## src/rtl/sfc_pkg.sv

```systemverilog
// ----------------------------------------------------------------------------
// sfc_pkg
// Shared widths, register codes and bundle types of the sphere frustum cull.
// ----------------------------------------------------------------------------
package sfc_pkg;

	localparam int COORD_WIDTH     = 21;
	localparam int COORD_FRAC_BITS = 8;

	localparam int LANE_W     = 21;
	localparam int AXIS_FRAC  = 19;
	localparam int Q_FRAC     = 16;
	localparam int Q_W        = 32;
	localparam int DEPTH_W    = 24;
	localparam int CFG_IDX_W  = 3;
	localparam int CFG_DATA_W = 64;

	localparam int DIFF_W = ((COORD_WIDTH > LANE_W) ? COORD_WIDTH : LANE_W) + 1;
	localparam int PROD_W = DIFF_W + LANE_W;
	localparam int SUM_W  = PROD_W + 2;
	localparam int RED    = COORD_FRAC_BITS + AXIS_FRAC - Q_FRAC;
	localparam int AX_W   = SUM_W - RED;
	localparam int RAD_W  = COORD_WIDTH - 1;
	localparam int R16_W  = RAD_W + Q_FRAC - COORD_FRAC_BITS;

	localparam int MAG_W       = 62;
	localparam int HI_W        = MAG_W - Q_W;
	localparam int HI_SAT_BIT  = MAG_W - 1 - Q_FRAC;
	localparam int CMP_W       = 64;

	localparam logic [MAG_W-1:0] SAT_LIM = MAG_W'(1) << (MAG_W - 1);

	localparam logic signed [CMP_W-1:0] DEPTH_MAX =
		$signed((CMP_W'(1) << (DEPTH_W - 1)) - CMP_W'(1));
	localparam logic signed [CMP_W-1:0] DEPTH_MIN = -DEPTH_MAX - CMP_W'(1);

	typedef logic signed [LANE_W-1:0] lane_t;

	localparam lane_t AXIS_ONE = LANE_W'(1) << AXIS_FRAC;

	typedef enum logic [CFG_IDX_W-1:0] {
		REG_AXIS_X     = 3'd0,
		REG_AXIS_Y     = 3'd1,
		REG_AXIS_Z     = 3'd2,
		REG_CAM_POS    = 3'd3,
		REG_NEAR_FAR   = 3'd4,
		REG_TAN_ASPECT = 3'd5,
		REG_SPHERE_FAC = 3'd6
	} cfg_reg_t;

	typedef struct packed {
		lane_t [2:0]    axis_x;
		lane_t [2:0]    axis_y;
		lane_t [2:0]    axis_z;
		lane_t [2:0]    cam;
		logic [Q_W-1:0] near_d;
		logic [Q_W-1:0] far_d;
		logic [Q_W-1:0] tan_v;
		logic [Q_W-1:0] aspect;
		logic [Q_W-1:0] fac_y;
		logic [Q_W-1:0] fac_x;
	} cfg_t;

	typedef struct packed {
		logic signed [AX_W-1:0]    ay;
		logic signed [AX_W-1:0]    ax;
		logic [MAG_W-1:0]          az_mag;
		logic                      az_neg;
		logic [R16_W-1:0]          rad;
		logic signed [DEPTH_W-1:0] depth;
		logic                      z_out;
	} xf_t;

endpackage

```

## src/rtl/sfc_regs.sv

```systemverilog
// ----------------------------------------------------------------------------
// sfc_regs
// Camera and frustum register file, decoded into one bundle.
// ----------------------------------------------------------------------------
module sfc_regs (
	input  logic                             clk,
	input  logic                             arst_n,
	input  logic                             cfg_we,
	input  logic [sfc_pkg::CFG_IDX_W-1:0]    cfg_index,
	input  logic [sfc_pkg::CFG_DATA_W-1:0]   cfg_data,
	output sfc_pkg::cfg_t                    cfg
);
	import sfc_pkg::*;

	cfg_t cfg_q;

	always_ff @(posedge clk or negedge arst_n) begin
		if (!arst_n) begin
			cfg_q.axis_x <= {LANE_W'(0), LANE_W'(0), AXIS_ONE};
			cfg_q.axis_y <= {LANE_W'(0), AXIS_ONE, LANE_W'(0)};
			cfg_q.axis_z <= {AXIS_ONE, LANE_W'(0), LANE_W'(0)};
			cfg_q.cam    <= '0;
			cfg_q.near_d <= '0;
			cfg_q.far_d  <= '0;
			cfg_q.tan_v  <= '0;
			cfg_q.aspect <= '0;
			cfg_q.fac_y  <= '0;
			cfg_q.fac_x  <= '0;
		end else if (cfg_we) begin
			unique case (cfg_reg_t'(cfg_index))
				REG_AXIS_X: begin
					cfg_q.axis_x <= cfg_data[3*LANE_W-1:0];
				end
				REG_AXIS_Y: begin
					cfg_q.axis_y <= cfg_data[3*LANE_W-1:0];
				end
				REG_AXIS_Z: begin
					cfg_q.axis_z <= cfg_data[3*LANE_W-1:0];
				end
				REG_CAM_POS: begin
					cfg_q.cam <= cfg_data[3*LANE_W-1:0];
				end
				REG_NEAR_FAR: begin
					cfg_q.near_d <= cfg_data[Q_W-1:0];
					cfg_q.far_d  <= cfg_data[2*Q_W-1:Q_W];
				end
				REG_TAN_ASPECT: begin
					cfg_q.tan_v  <= cfg_data[Q_W-1:0];
					cfg_q.aspect <= cfg_data[2*Q_W-1:Q_W];
				end
				REG_SPHERE_FAC: begin
					cfg_q.fac_y <= cfg_data[Q_W-1:0];
					cfg_q.fac_x <= cfg_data[2*Q_W-1:Q_W];
				end
				default: begin
					cfg_q <= cfg_q;
				end
			endcase
		end
	end

	assign cfg = cfg_q;

endmodule

```

## config.mk

```make
export PLATFORM = sky130hd
export DESIGN_NAME = sfc_regs
export DESIGN_NICKNAME = d
export VERILOG_FILES = /design/src/rtl/sfc_pkg.sv /design/src/rtl/sfc_regs.sv
export SDC_FILE = /design/constraint.sdc
export NUM_CORES = 1
export LEC_CHECK = 0
export BUFFER_PORTS_ARGS = -buffer_cell sky130_fd_sc_hd__buf_2
export CORE_UTILIZATION = 40
export DETAILED_ROUTE_END_ITERATION = 7
export GPL_ROUTABILITY_DRIVEN = 0
export RECOVER_POWER = 50
export SLEW_MARGIN = 10
export SYNTH_ARGS = -nofsm -noshare
export SYNTH_HDL_FRONTEND = slang
export SYNTH_SLANG_ARGS = --single-unit
```

## constraint.sdc

```tcl
create_clock -name clk -period 0.9 [get_ports clk]
set_clock_uncertainty 0.1 [all_clocks]
set_input_delay 0.09 -clock clk [delete_from_list [all_inputs] [get_ports clk]]
set_output_delay 0.09 -clock clk [all_outputs]
set_load 0.01 [all_outputs]
```

# Yosys cells after proc, flatten, opt, wreduce, memory -nomap -nowiden
# Cells that the tools add are included.
totals:
  output_inout_bits: 444
  elab_cells: 32
  reg_bits: 444
  inputBits: 70
op_classes:
  eq_ne: 6
  n_reduce_logical: 8
op_table:
  columns: ["op", "n"]
  rows:
  - ["AND reduction 2 bit", 7]
  - ["equality test 3 bit, second input constant", 3]
  - ["equality test 3 x 2 -> 1 bit, second input constant", 2]
  - ["equality test 3 x 1 -> 1 bit, second input constant", 1]
  - ["logical NOT 3 bit", 1]

# Depth between registers and ports, before layout
# Gate-level depths: netlist (run 1).
depth:
  depth_word: 2
  ltp_mapped: 4
  depth_no_buf: 2

# Worst setup path after synthesis (run 1)
# OpenSTA, ideal clock, no wires.
synth_path:
  kind: "in2reg"
  startpoint: "input cfg_index[0] (netlist name)"
  endpoint: "register cfg_q (netlist bit cfg[381])"
  arrival_ns: 0.997
  slack_ns: -0.324
  t_required_ns: 0.673
  stages: 4
  cell_sequence: "nor4b_2 buf_4 buf_6 mux2_1"
synth_between:
  elab_chain_len: 2
synth_lines:
  columns: ["element", "line", "text"]
  rows:
  - ["start, declared", "sfc_regs.sv:9", "input logic [sfc_pkg::CFG_IDX_W-1:0] cfg_index,"]
  - ["logical NOT 3 bit", "sfc_regs.sv:30", "unique case (cfg_reg_t'(cfg_index))"]
  - ["AND reduction 2 bit (no line)", null, null]
  - ["end signal, assigned", "sfc_regs.sv:56", "cfg_q <= cfg_q;"]
  - ["end, declared", "sfc_regs.sv:15", "cfg_t cfg_q;"]
# No other way between the ends.
# A chain may end at the register's enable or synchronous reset.

# Worst setup path in the final report (run 1)
layout_path:
  startpoint: "register cfg_q (netlist bit cfg[400])"
  endpoint: "output cfg[400] (netlist name)"
layout_rtl:
  columns: ["element", "line", "text"]
  rows:
  - ["end, declared", "sfc_regs.sv:11", "output sfc_pkg::cfg_t cfg"]
# No word-level cell between the ends.

==> run_results.csv, run 1 <==
group,metric,value,unit
critical_path,reg2regPathDepth,3,
layout,diodes,0,
critical_path,start_kind,"flip-flop",
critical_path,max_stage_delay,530,ps
cts,worstSkewPairLatency,560,ps
power,peakVddDrop,1.50,mV
detailed_routing,routed_wl,60400,um
critical_path,required,710,ps
layout,fillers,3038,
sta,finalCritPeriodShare,155,%
critical_path,critPathLaunch,"cfg[400]",
sta,finalCriticalPeriod,1400,ps
synthesis,synth.most_common_cell,"dfrtp_1",
run_status,violations,"negative setup slack",
grt,grt_max_degree,62,
grt,antenna_found_initial,0,
synthesis,synthDistinctLibCells,12,
run,maxCapViolCount,0,
sta,slew_violations,0,
critical_path,path_max_fanout,2,
place,numPortBuffers,513,
sta,finalSetupViolCount,1052,
cts,cts_tree,"built",
detailed_routing,drt_iter0_drc,592,
critical_path,r2r_slack,-200,ps
critical_path,crit_arrival,1210,ps
grt,grt_pass1_wl,78300,um
detailed_routing,drc,0,
place,post-dp-hpwl,33200,um
sta,fmax,716,MHz
critical_path,r2r-end,"cfg[264]",
sta,max_slew.worst_pin.slew,585,ps
sta,maxSlewHeadroom,61.0,%
synthesis,syn_area,0.0175,sq mm
floorplanning,io_pins,514,
place,postPlaceCellArea,0.0213,sq mm
detailed_routing,vias_per_cell,4.87,
synthesis,netlist.area_leader.share,62.9,%
layout,finalNonFillerCells,2456,
synthesis,yosys_most_used_dff,"dfrtp_1",
detailed_routing,ant_nets,0,
layout,nNetsFinal,1906,
critical_path,crit_family,"flip-flops",
grt,grt_overflow,0,
layout,postLayoutCellArea,0.0283,sq mm
layout,area_growth,61.4,%
layout,drive_above_1_share,72.1,%
floorplanning,die_w,211,um
grt,gr-usage-all-layers,23.4,%
power,powerDensity,2480,mW/mm^2
worst_hold_path,worstHoldPathType,"primary input to flip-flop",
detailed_routing,wl_per_cell,24.6,um
run_status,status,"finished, violations left",
place,post-place-cells,2080,
synthesis,ys_warn_count,0,
floorplanning,die_area,0.0447,sq mm
sta,rsz0062_at_grt,"true",
critical_path,crit_chain,"buf_6",
sta,hold-worst-slack,69.7,ps
power,cellLeakagePower,14.0,nW
critical_path,crit-reg2reg-launch,"cfg[264]",
layout,largest_reg_flops,444,
cts,cts.clk_slew.worst_paths,60,ps
synthesis,synth_top_cell_by_area,"dfrtp_1",
critical_path,path_depth,1,
critical_path,cp_num_buf_inv,1,
critical_path,cpMaxStageDelayCell,"dfstp_2",
floorplanning,start_util,40.6,%
cts,cts_buffers,48,
floorplanning,die_y,211,um
synthesis,syn_inst,944,
floorplanning,rows,76,
cts,htreeDepth,2,
synthesis,synth-seq-cells,444,
detailed_routing,num_vias,11900,
critical_path,crit_type,"flip-flop to output pin",
synthesis,synth_top_cells_by_count,"441 x dfrtp_1, 204 x mux2_2, 180 x mux2_4, 60 x mux2_1, 21 x buf_6",
synthesis,yosys-top-cells-area,"dfrtp_1 63%, mux2_4 15%, mux2_2 13%, mux2_1 3.9%, buf_12 2.1%",
grt,grt_pass1_vias,12300,
detailed_routing,dr.pass1.iters,5,
synthesis,async_reset_ff_share,100,%
synthesis,avgSynthCellArea,18.6,sq um
cts,root_buffer,"clkbuf_16",
synthesis,ys_seq_area_share,63.4,%
critical_path,crit_end,"cfg[400]",
synthesis,synth_nets,1014,
cts,clock_sinks,444,
cts,cts_buffer_depth,3,
sta,worst_slack,-497,ps
synthesis,synth_edf_count,0,
floorplanning,core_area,0.0432,sq mm
sta,hold_viol_final,0,
critical_path,end_kind,"output pin",
area by class of cell:
type                       count  area (sq um)  share of cell area [%]
clock inverter                11           140                   0.495
sequential                   444         11100                    39.3
clock buffer                  74          1470                    5.19
timing repair buffer         891          8560                    30.2
tap                          585           732                    2.59
multi-input combinational    451          6290                    22.2
per-stage QoR:
stage               setup TNS, ps  utilization (%)  total power, W  worst slack (ps)
floorplan                  -97430                -          0.0342              -303
global placement          -256410             49.3          0.0415              -671
detailed placement        -261970             49.3          0.0418              -685
CTS                       -202880             61.3          0.0673              -548
global route              -254090             65.6          0.0730              -546
finish                    -214660             65.6          0.0703              -497
placed cells by master, fill, tap and decap left out, drive strengths merged:
master	n
mux2	444
dfrtp	441
clkbuf	91
dfstp	3
dlygate4sd3	65
nand4b	3
bufinv	3
nor4b	1
buf	809
clkinv	4
and4bb	3
clkinvlp	4
tightest hold or removal path, stage by stage:
cell and delay [ps]:
buf_8 80, nor4b_4 50, buf_4 130, buf_4 150
mux2_4 190
worst min path at each step:
| stage | cells past startpoint | to | start |
|---|---|---|---|
| finish | 5 | cfg[441] | cfg_index[2] |
| global route | 5 | cfg[441] | cfg_index[2] |
| CTS | 3 | cfg[295] | arst_n |
| detailed placement | 2 | cfg[295] | arst_n |
| global placement | 2 | cfg[364] | arst_n |
| floorplan | 0 | cfg[0] | arst_n |
power breakdown:
part / internal (W) / switching [W]
registers: 0.0244 / 0.00327
logic: 0.0143 / 0.00826
clock network: 0.0120 / 0.00806
layer usage:
metal | up-vias | wire [um] | GRT usage (%)
li1 | 5126 | - | -
met1 | 6271 | 26700 | 31.3
met2 | 454 | 28100 | 36.1
met3 | 98 | 3780 | 6.42
met4 | 0 | 1880 | 9.02
met5 | - | 0 | 0
cells by family (layout without fill, tap and decap cells):
family        count (synthesis)  after routing  share of synthesized area (%)
buf+inv                      49            976                           3.79
flops                       444            444                           63.4
mux                         444            444                           32.4
simple gates                  7              7                          0.450
repair_timing:
item	in CTS	in global routing
cloned	9	18
hold buffers	65	0
endpoints found under the setup margin	550	843
pin swaps	3	4
gates resized for setup	395	284
setup buffers	134	128
endpoints found under the hold margin	888	0
Note: power is estimated with default switching activity, not from simulation.
==> run 2: changes to the inputs <==
--- a/config.mk
+++ b/config.mk
@@ -7,6 +7,7 @@
 export LEC_CHECK = 0
 export BUFFER_PORTS_ARGS = -buffer_cell sky130_fd_sc_hd__buf_2
 export CORE_UTILIZATION = 40
+export CTS_BUF_LIST = sky130_fd_sc_hd__clkbuf_2
 export DETAILED_ROUTE_END_ITERATION = 7
 export GPL_ROUTABILITY_DRIVEN = 0
 export RECOVER_POWER = 50
==> run 2 against run 1 <==
  * The flow finishes with violations (negative hold slack, negative setup slack)
  * Global-route usage decreased by 0.16 points
  * Count of clock-buffer cells in the layout increased by 103
  * Routed wire length decreased by 9.3%
  * Sequential power about the same
  * Clock power decreased by 33%
  * Hold slack got worse by 310 ps
  * Largest cell class unchanged
  * Highest routed layer unchanged
==> run_results.csv, run 2 (synthesis gave the netlist of run 1 again) <==
group,metric,value,unit
grt,grt_max_degree,62,
cts,clock_sinks,444,
power,peakVddDrop,1.28,mV
critical_path,reg2regPathDepth,3,
cts,cts_buffers,112,
grt,grt_pass1_wl,78100,um
critical_path,crit_type,"flip-flop to output pin",
layout,multi_input_area,0.00605,sq mm
layout,postLayoutCellArea,0.0270,sq mm
place,postPlaceCellArea,0.0213,sq mm
cts,cts_buffer_depth,3,
sta,maxSlewHeadroom,60.3,%
floorplanning,die_y,211,um
place,dp_worst_setup_slack,-685,ps
cts,root_buffer,"clkbuf_2",
floorplanning,die_area,0.0447,sq mm
sta,finalSetupViolCount,1213,
critical_path,crit-reg2reg-launch,"cfg[324]",
place,numPortBuffers,513,
critical_path,r2r-end,"cfg[324]",
layout,drive_above_1_share,70.0,%
detailed_routing,ant_nets,0,
detailed_routing,num_vias,12100,
sta,hold-worst-slack,-240,ps
detailed_routing,wl_per_cell,21.3,um
critical_path,crit_arrival,1740,ps
layout,largest_reg_flops,444,
sta,fmax,518,MHz
run,maxCapViolCount,0,
cts,cts.clk_slew.worst_paths,110,ps
worst_hold_path,worstHoldPathCells,6,
critical_path,crit_family,"flip-flops",
sta,slew_violations,0,
floorplanning,die_w,211,um
floorplanning,io_pins,514,
critical_path,required,710,ps
run_status,status,"finished, violations left",
layout,area_growth,53.9,%
grt,antenna_found_initial,1,
detailed_routing,drt_iter0_drc,507,
layout,fin_util,62.5,%
floorplanning,start_util,40.6,%
sta,finalCriticalPeriod,1930,ps
detailed_routing,dr.pass1.iters,4,
critical_path,end_kind,"output pin",
floorplanning,core_area,0.0432,sq mm
grt,grt_overflow,0,
detailed_routing,drc,0,
layout,final_common_cell,"dfrtp_1",
grt,gr-usage-all-layers,23.2,%
critical_path,path_max_fanout,2,
critical_path,start_kind,"flip-flop",
layout,fillers,3257,
critical_path,cp_num_buf_inv,1,
grt,grt_pass1_vias,13000,
sta,rsz0062_at_grt,"true",
critical_path,r2r_slack,-220,ps
cts,worstSkewPairLatency,1080,ps
critical_path,crit_chain,"buf_6",
cts,htreeDepth,3,
sta,worst_slack,-1030,ps
floorplanning,rows,76,
sta,max_slew.worst_pin.slew,595,ps
power,cellLeakagePower,13.4,nW
cts,cts_tree,"built",
critical_path,cpMaxStageDelayCell,"dfstp_2",
worst_hold_path,min_from,"cfg_index[1]",
detailed_routing,routed_wl,54800,um
worst_hold_path,worstHoldPathType,"primary input to flip-flop",
power,powerDensity,2310,mW/mm^2
sta,hold_viol_final,148,
sta,setup_tns,-509330,ps
worst_hold_path,whs_endpoint,"cfg[439]",
sta,finalCritPeriodShare,214,%
run_status,violations,"negative hold slack, negative setup slack",
place,post-dp-hpwl,33200,um
critical_path,max_stage_delay,560,ps
layout,layout_common_cells,"441 x dfrtp_1, 348 x buf_6, 281 x buf_2",
layout,final-seq-area,0.0111,sq mm
detailed_routing,vias_per_cell,4.73,
layout,nNetsFinal,1974,
## run 2: changes by cell type in the layout (fill, tap and decap cells not counted), sizes merged, moves of 4 or more
| cell | before | now |
|---|---|---|
| clkbuf | 91 | 185 |
| dlygate4sd3 | 65 | 132 |
| buf | 809 | 753 |
| clkinv | 4 | 10 |
| clkinvlp | 4 | 0 |
| inv | 0 | 4 |
## run 2: layout make-up
| cell class | instances | share of cell area, % |
|---|---|---|
| clock inverters | 15 | 0.329 |
| multi-input cells | 451 | 22.4 |
| repair buffers | 895 | 30.1 |
| clock buffers | 177 | 3.28 |
| well taps | 585 | 2.71 |
| diodes | 3 | 0.0278 |
| flip-flops and latches | 444 | 41.2 |
## run 2: tightest hold or removal path, stage by stage
cell	delay [ps]
dlymetal6s4s_1	180
buf_6	130
nor4b_4	50
buf_4	120
buf_4	140
mux2_1	190
## run 2: stage by stage
stage	total power, W	cells
floorplan	0.0342	944
global placement	0.0415	2080
detailed placement	0.0418	2080
CTS	0.0604	2523
global route	0.0656	2568
finish	0.0624	2570
## run 2: worst max path at each step
stage                       from        to  slack (ps)  cells after the start
floorplan           cfg_index[0]  cfg[381]        -300                      4
detailed placement  cfg_index[0]  cfg[420]        -680                      5
finish                  cfg[316]  cfg[316]       -1030                      1
global route            cfg[160]  cfg[160]       -1200                      2
CTS                     cfg[400]  cfg[400]       -1230                      1
global placement    cfg_index[0]  cfg[442]        -670                      5
## run 2: power by group
group,internal [W],switching [W]
registers,0.0244,0.00309
logic,0.0135,0.00794
clock network,0.00540,0.00812
total,0.0433,0.0192
## run 2: timing repair
item	CTS	global route
pin swaps	0	1
setup endpoints to repair	450	1135
endpoints found under the hold margin	888	888
hold buffers	134	2
gates resized for setup	297	211
buffers inserted	119	84
cloned	0	5
## run 2: layer usage
| metal | vias up | part of all wire [%] | track usage [%] | wire length (um) |
|---|---|---|---|---|
| li1 | 5334 | - | - | - |
| met1 | 6246 | 43 | 29.4 | 23400 |
| met2 | 463 | 47 | 36.2 | 25500 |
| met4 | 0 | 3.4 | 10.4 | 1850 |
| met5 | - | 0 | 0 | 0 |
| met3 | 105 | 7.4 | 7.58 | 4040 |
==> run 3: changes to the inputs <==
--- a/config.mk
+++ b/config.mk
@@ -11,7 +11,7 @@
 export DETAILED_ROUTE_END_ITERATION = 7
 export GPL_ROUTABILITY_DRIVEN = 0
 export RECOVER_POWER = 50
-export SLEW_MARGIN = 10
+export SLEW_MARGIN = 40
 export SYNTH_ARGS = -nofsm -noshare
 export SYNTH_HDL_FRONTEND = slang
 export SYNTH_SLANG_ARGS = --single-unit
==> constraint.sdc (replaced) <==
create_clock -name clk -period 0.9 [get_ports clk]
set_clock_uncertainty 0.1 [all_clocks]
set_input_delay 0.135 -clock clk [delete_from_list [all_inputs] [get_ports clk]]
set_output_delay 0.135 -clock clk [all_outputs]
set_load 0.01 [all_outputs]
==> run 3 against run 2 <==
  * The run still ends with negative hold slack, negative setup slack left
  * Register-to-register slack hardly changed
  * Die area stayed put
  * Sequential share of layout area is 0.21 points higher
  * Clock power is 3% lower
  * Non-clock buffer count is 3 lower
  * Flip-flop and latch count stayed put
  * Critical endpoint unchanged
==> run_results.csv, run 3 (synthesis gave the netlist of run 1 again) <==
group,metric,value,unit
cts,worstSkewPairLatency,1070,ps
power,combPwrFrac,34.4,%
floorplanning,start_util,40.6,%
critical_path,path_max_fanout,2,
layout,largest_reg_flops,444,
grt,grt_overflow,0,
place,post-dp-hpwl,34000,um
place,post-place-cells,2076,
detailed_routing,vias_per_cell,4.67,
critical_path,end_kind,"output pin",
layout,final_common_cell,"dfrtp_1",
sta,slew_violations,0,
detailed_routing,drc,0,
detailed_routing,wl_per_cell,21.1,um
detailed_routing,num_vias,11900,
critical_path,crit_chain,"buf_6",
sta,setup_tns,-487300,ps
layout,fillers,3271,
critical_path,max_stage_delay,570,ps
critical_path,required,660,ps
power,cellLeakagePower,13.3,nW
layout,nNetsFinal,1969,
sta,finalCritPeriodShare,220,%
sta,hold-worst-slack,-200,ps
sta,fmax,505,MHz
floorplanning,die_w,211,um
floorplanning,core_area,0.0432,sq mm
layout,finalNonFillerCells,2556,
power,p_sw,0.0191,W
floorplanning,die_y,211,um
grt,grt_pass1_vias,12900,
detailed_routing,dr.pass1.iters,4,
layout,layout_common_cells,"441 x dfrtp_1, 340 x buf_6, 284 x buf_2",
cts,cts_buffers,110,
sta,rsz0062_at_grt,"true",
grt,grt_max_degree,35,
detailed_routing,drt_iter0_drc,482,
critical_path,crit_family,"flip-flops",
layout,drive_above_1_share,69.3,%
cts,cts_tree,"built",
run_status,violations,"negative hold slack, negative setup slack",
power,powerDensity,2300,mW/mm^2
layout,area_growth,53.2,%
worst_hold_path,worstHoldPathType,"primary input to async pin",
power,peakVddDrop,1.46,mV
layout,postLayoutCellArea,0.0269,sq mm
power,power.internal,0.0428,W
detailed_routing,ant_nets,0,
critical_path,start_kind,"flip-flop",
cts,htreeDepth,3,
grt,antenna_found_initial,2,
floorplanning,io_pins,514,
grt,gr-usage-all-layers,23.2,%
cts,cts.clk_slew.worst_paths,120,ps
critical_path,crit_type,"flip-flop to output pin",
detailed_routing,routed_wl,53900,um
cts,cts_buffer_depth,3,
cts,root_buffer,"clkbuf_2",
grt,grt_pass1_wl,77900,um
power,pwr-share-clk,21.2,%
critical_path,cp_num_buf_inv,1,
sta,worst_slack,-1080,ps
floorplanning,die_area,0.0447,sq mm
sta,maxSlewHeadroom,51.7,%
floorplanning,rows,76,
cts,clock_sinks,444,
power,seq_power_share,44.5,%
place,postPlaceCellArea,0.0213,sq mm
sta,max_slew.worst_pin.slew,722,ps
sta,finalCriticalPeriod,1980,ps
critical_path,cpMaxStageDelayCell,"dfstp_2",
power,p_sw_share,30.8,%
run_status,status,"finished, violations left",
power,power,0.0618,W
run,maxCapViolCount,0,
sta,hold_viol_final,102,
place,numPortBuffers,513,
critical_path,crit_arrival,1750,ps
sta,finalSetupViolCount,1185,
## run 3: cell types whose count changed in the layout (fill, tap and decap cells not counted), moves of 4 or more
cell,delta
buf_12,+4
buf_4,+5
buf_6,-8
clkbuf_2,-14
clkinv_1,+5
mux2_1,+6
mux2_2,-4
## run 3: worst paths after layout
| path | startpoint | endpoint | slack, ps | cells after the start |
|---|---|---|---|---|
| max | cfg[316] | cfg[316] | -1080 | 1 |
| min | arst_n | cfg[415] | -200 | 3 |
| max reg2reg | cfg[168] | cfg[168] | -230 | 3 |
| min reg2reg | cfg[428] | cfg[428] | 390 | 1 |
| max in group asynchronous | arst_n | cfg[172] | -170 | 5 |
| min in group clk | cfg_index[2] | cfg[432] | -130 | 5 |
## run 3: per-stage QoR
stage | setup WS [ps] | hold WS (ps) | utilization, %
2_1_floorplan | -348 | -261 | -
3_3_place_gp | -660 | -132 | 49.3
3_5_place_dp | -651 | -132 | 49.3
4_1_cts | -1260 | -552 | 59.5
5_1_grt | -1280 | -258 | 62.2
6_report | -1080 | -200 | 62.2
## run 3: layer usage
metal / up-vias / routed length, um / GRT usage [%] / part of all wire (%)
met2: 415 / 25600 / 36.8 / 48
li1: 5328 / - / - / -
met4: 0 / 1470 / 8.40 / 2.7
met3: 85 / 3990 / 8.78 / 7.4
met5: - / 0 / 0 / 0
met1: 6121 / 22800 / 28.8 / 42
## run 3: timing repair
item,in CTS,in global routing
gates cloned,0,2
hold buffers,133,5
setup endpoints to repair,451,791
pin swaps,0,1
hold endpoints to repair,888,888
setup buffers,125,78
gates resized for setup,283,213
## run 3: power groups by stage
stage | clock network [W] | logic [W] | registers [W]
finish | 0.0131 | 0.0212 | 0.0275
global route | 0.0145 | 0.0224 | 0.0279
CTS | 0.0136 | 0.0192 | 0.0270
detailed placement | 0 | 0.0147 | 0.0270
global placement | 0 | 0.0145 | 0.0269
floorplan | 0 | 0.00518 | 0.0290
## run 3: cell type report
class	instances	area, sq um	area share [%]
well taps	585	732	2.73
multi-input cells	451	6040	22.5
clock buffers	163	816	3.04
clock inverters	18	95.1	0.354
repair buffers	892	8050	30.0
flip-flops and latches	444	11100	41.4
diodes	3	7.51	0.0280
## run 3: worst min-delay path: stages
cell	delay (ps)
clkdlybuf4s25_1	250
buf_2	100
dlygate4sd3_1	1010
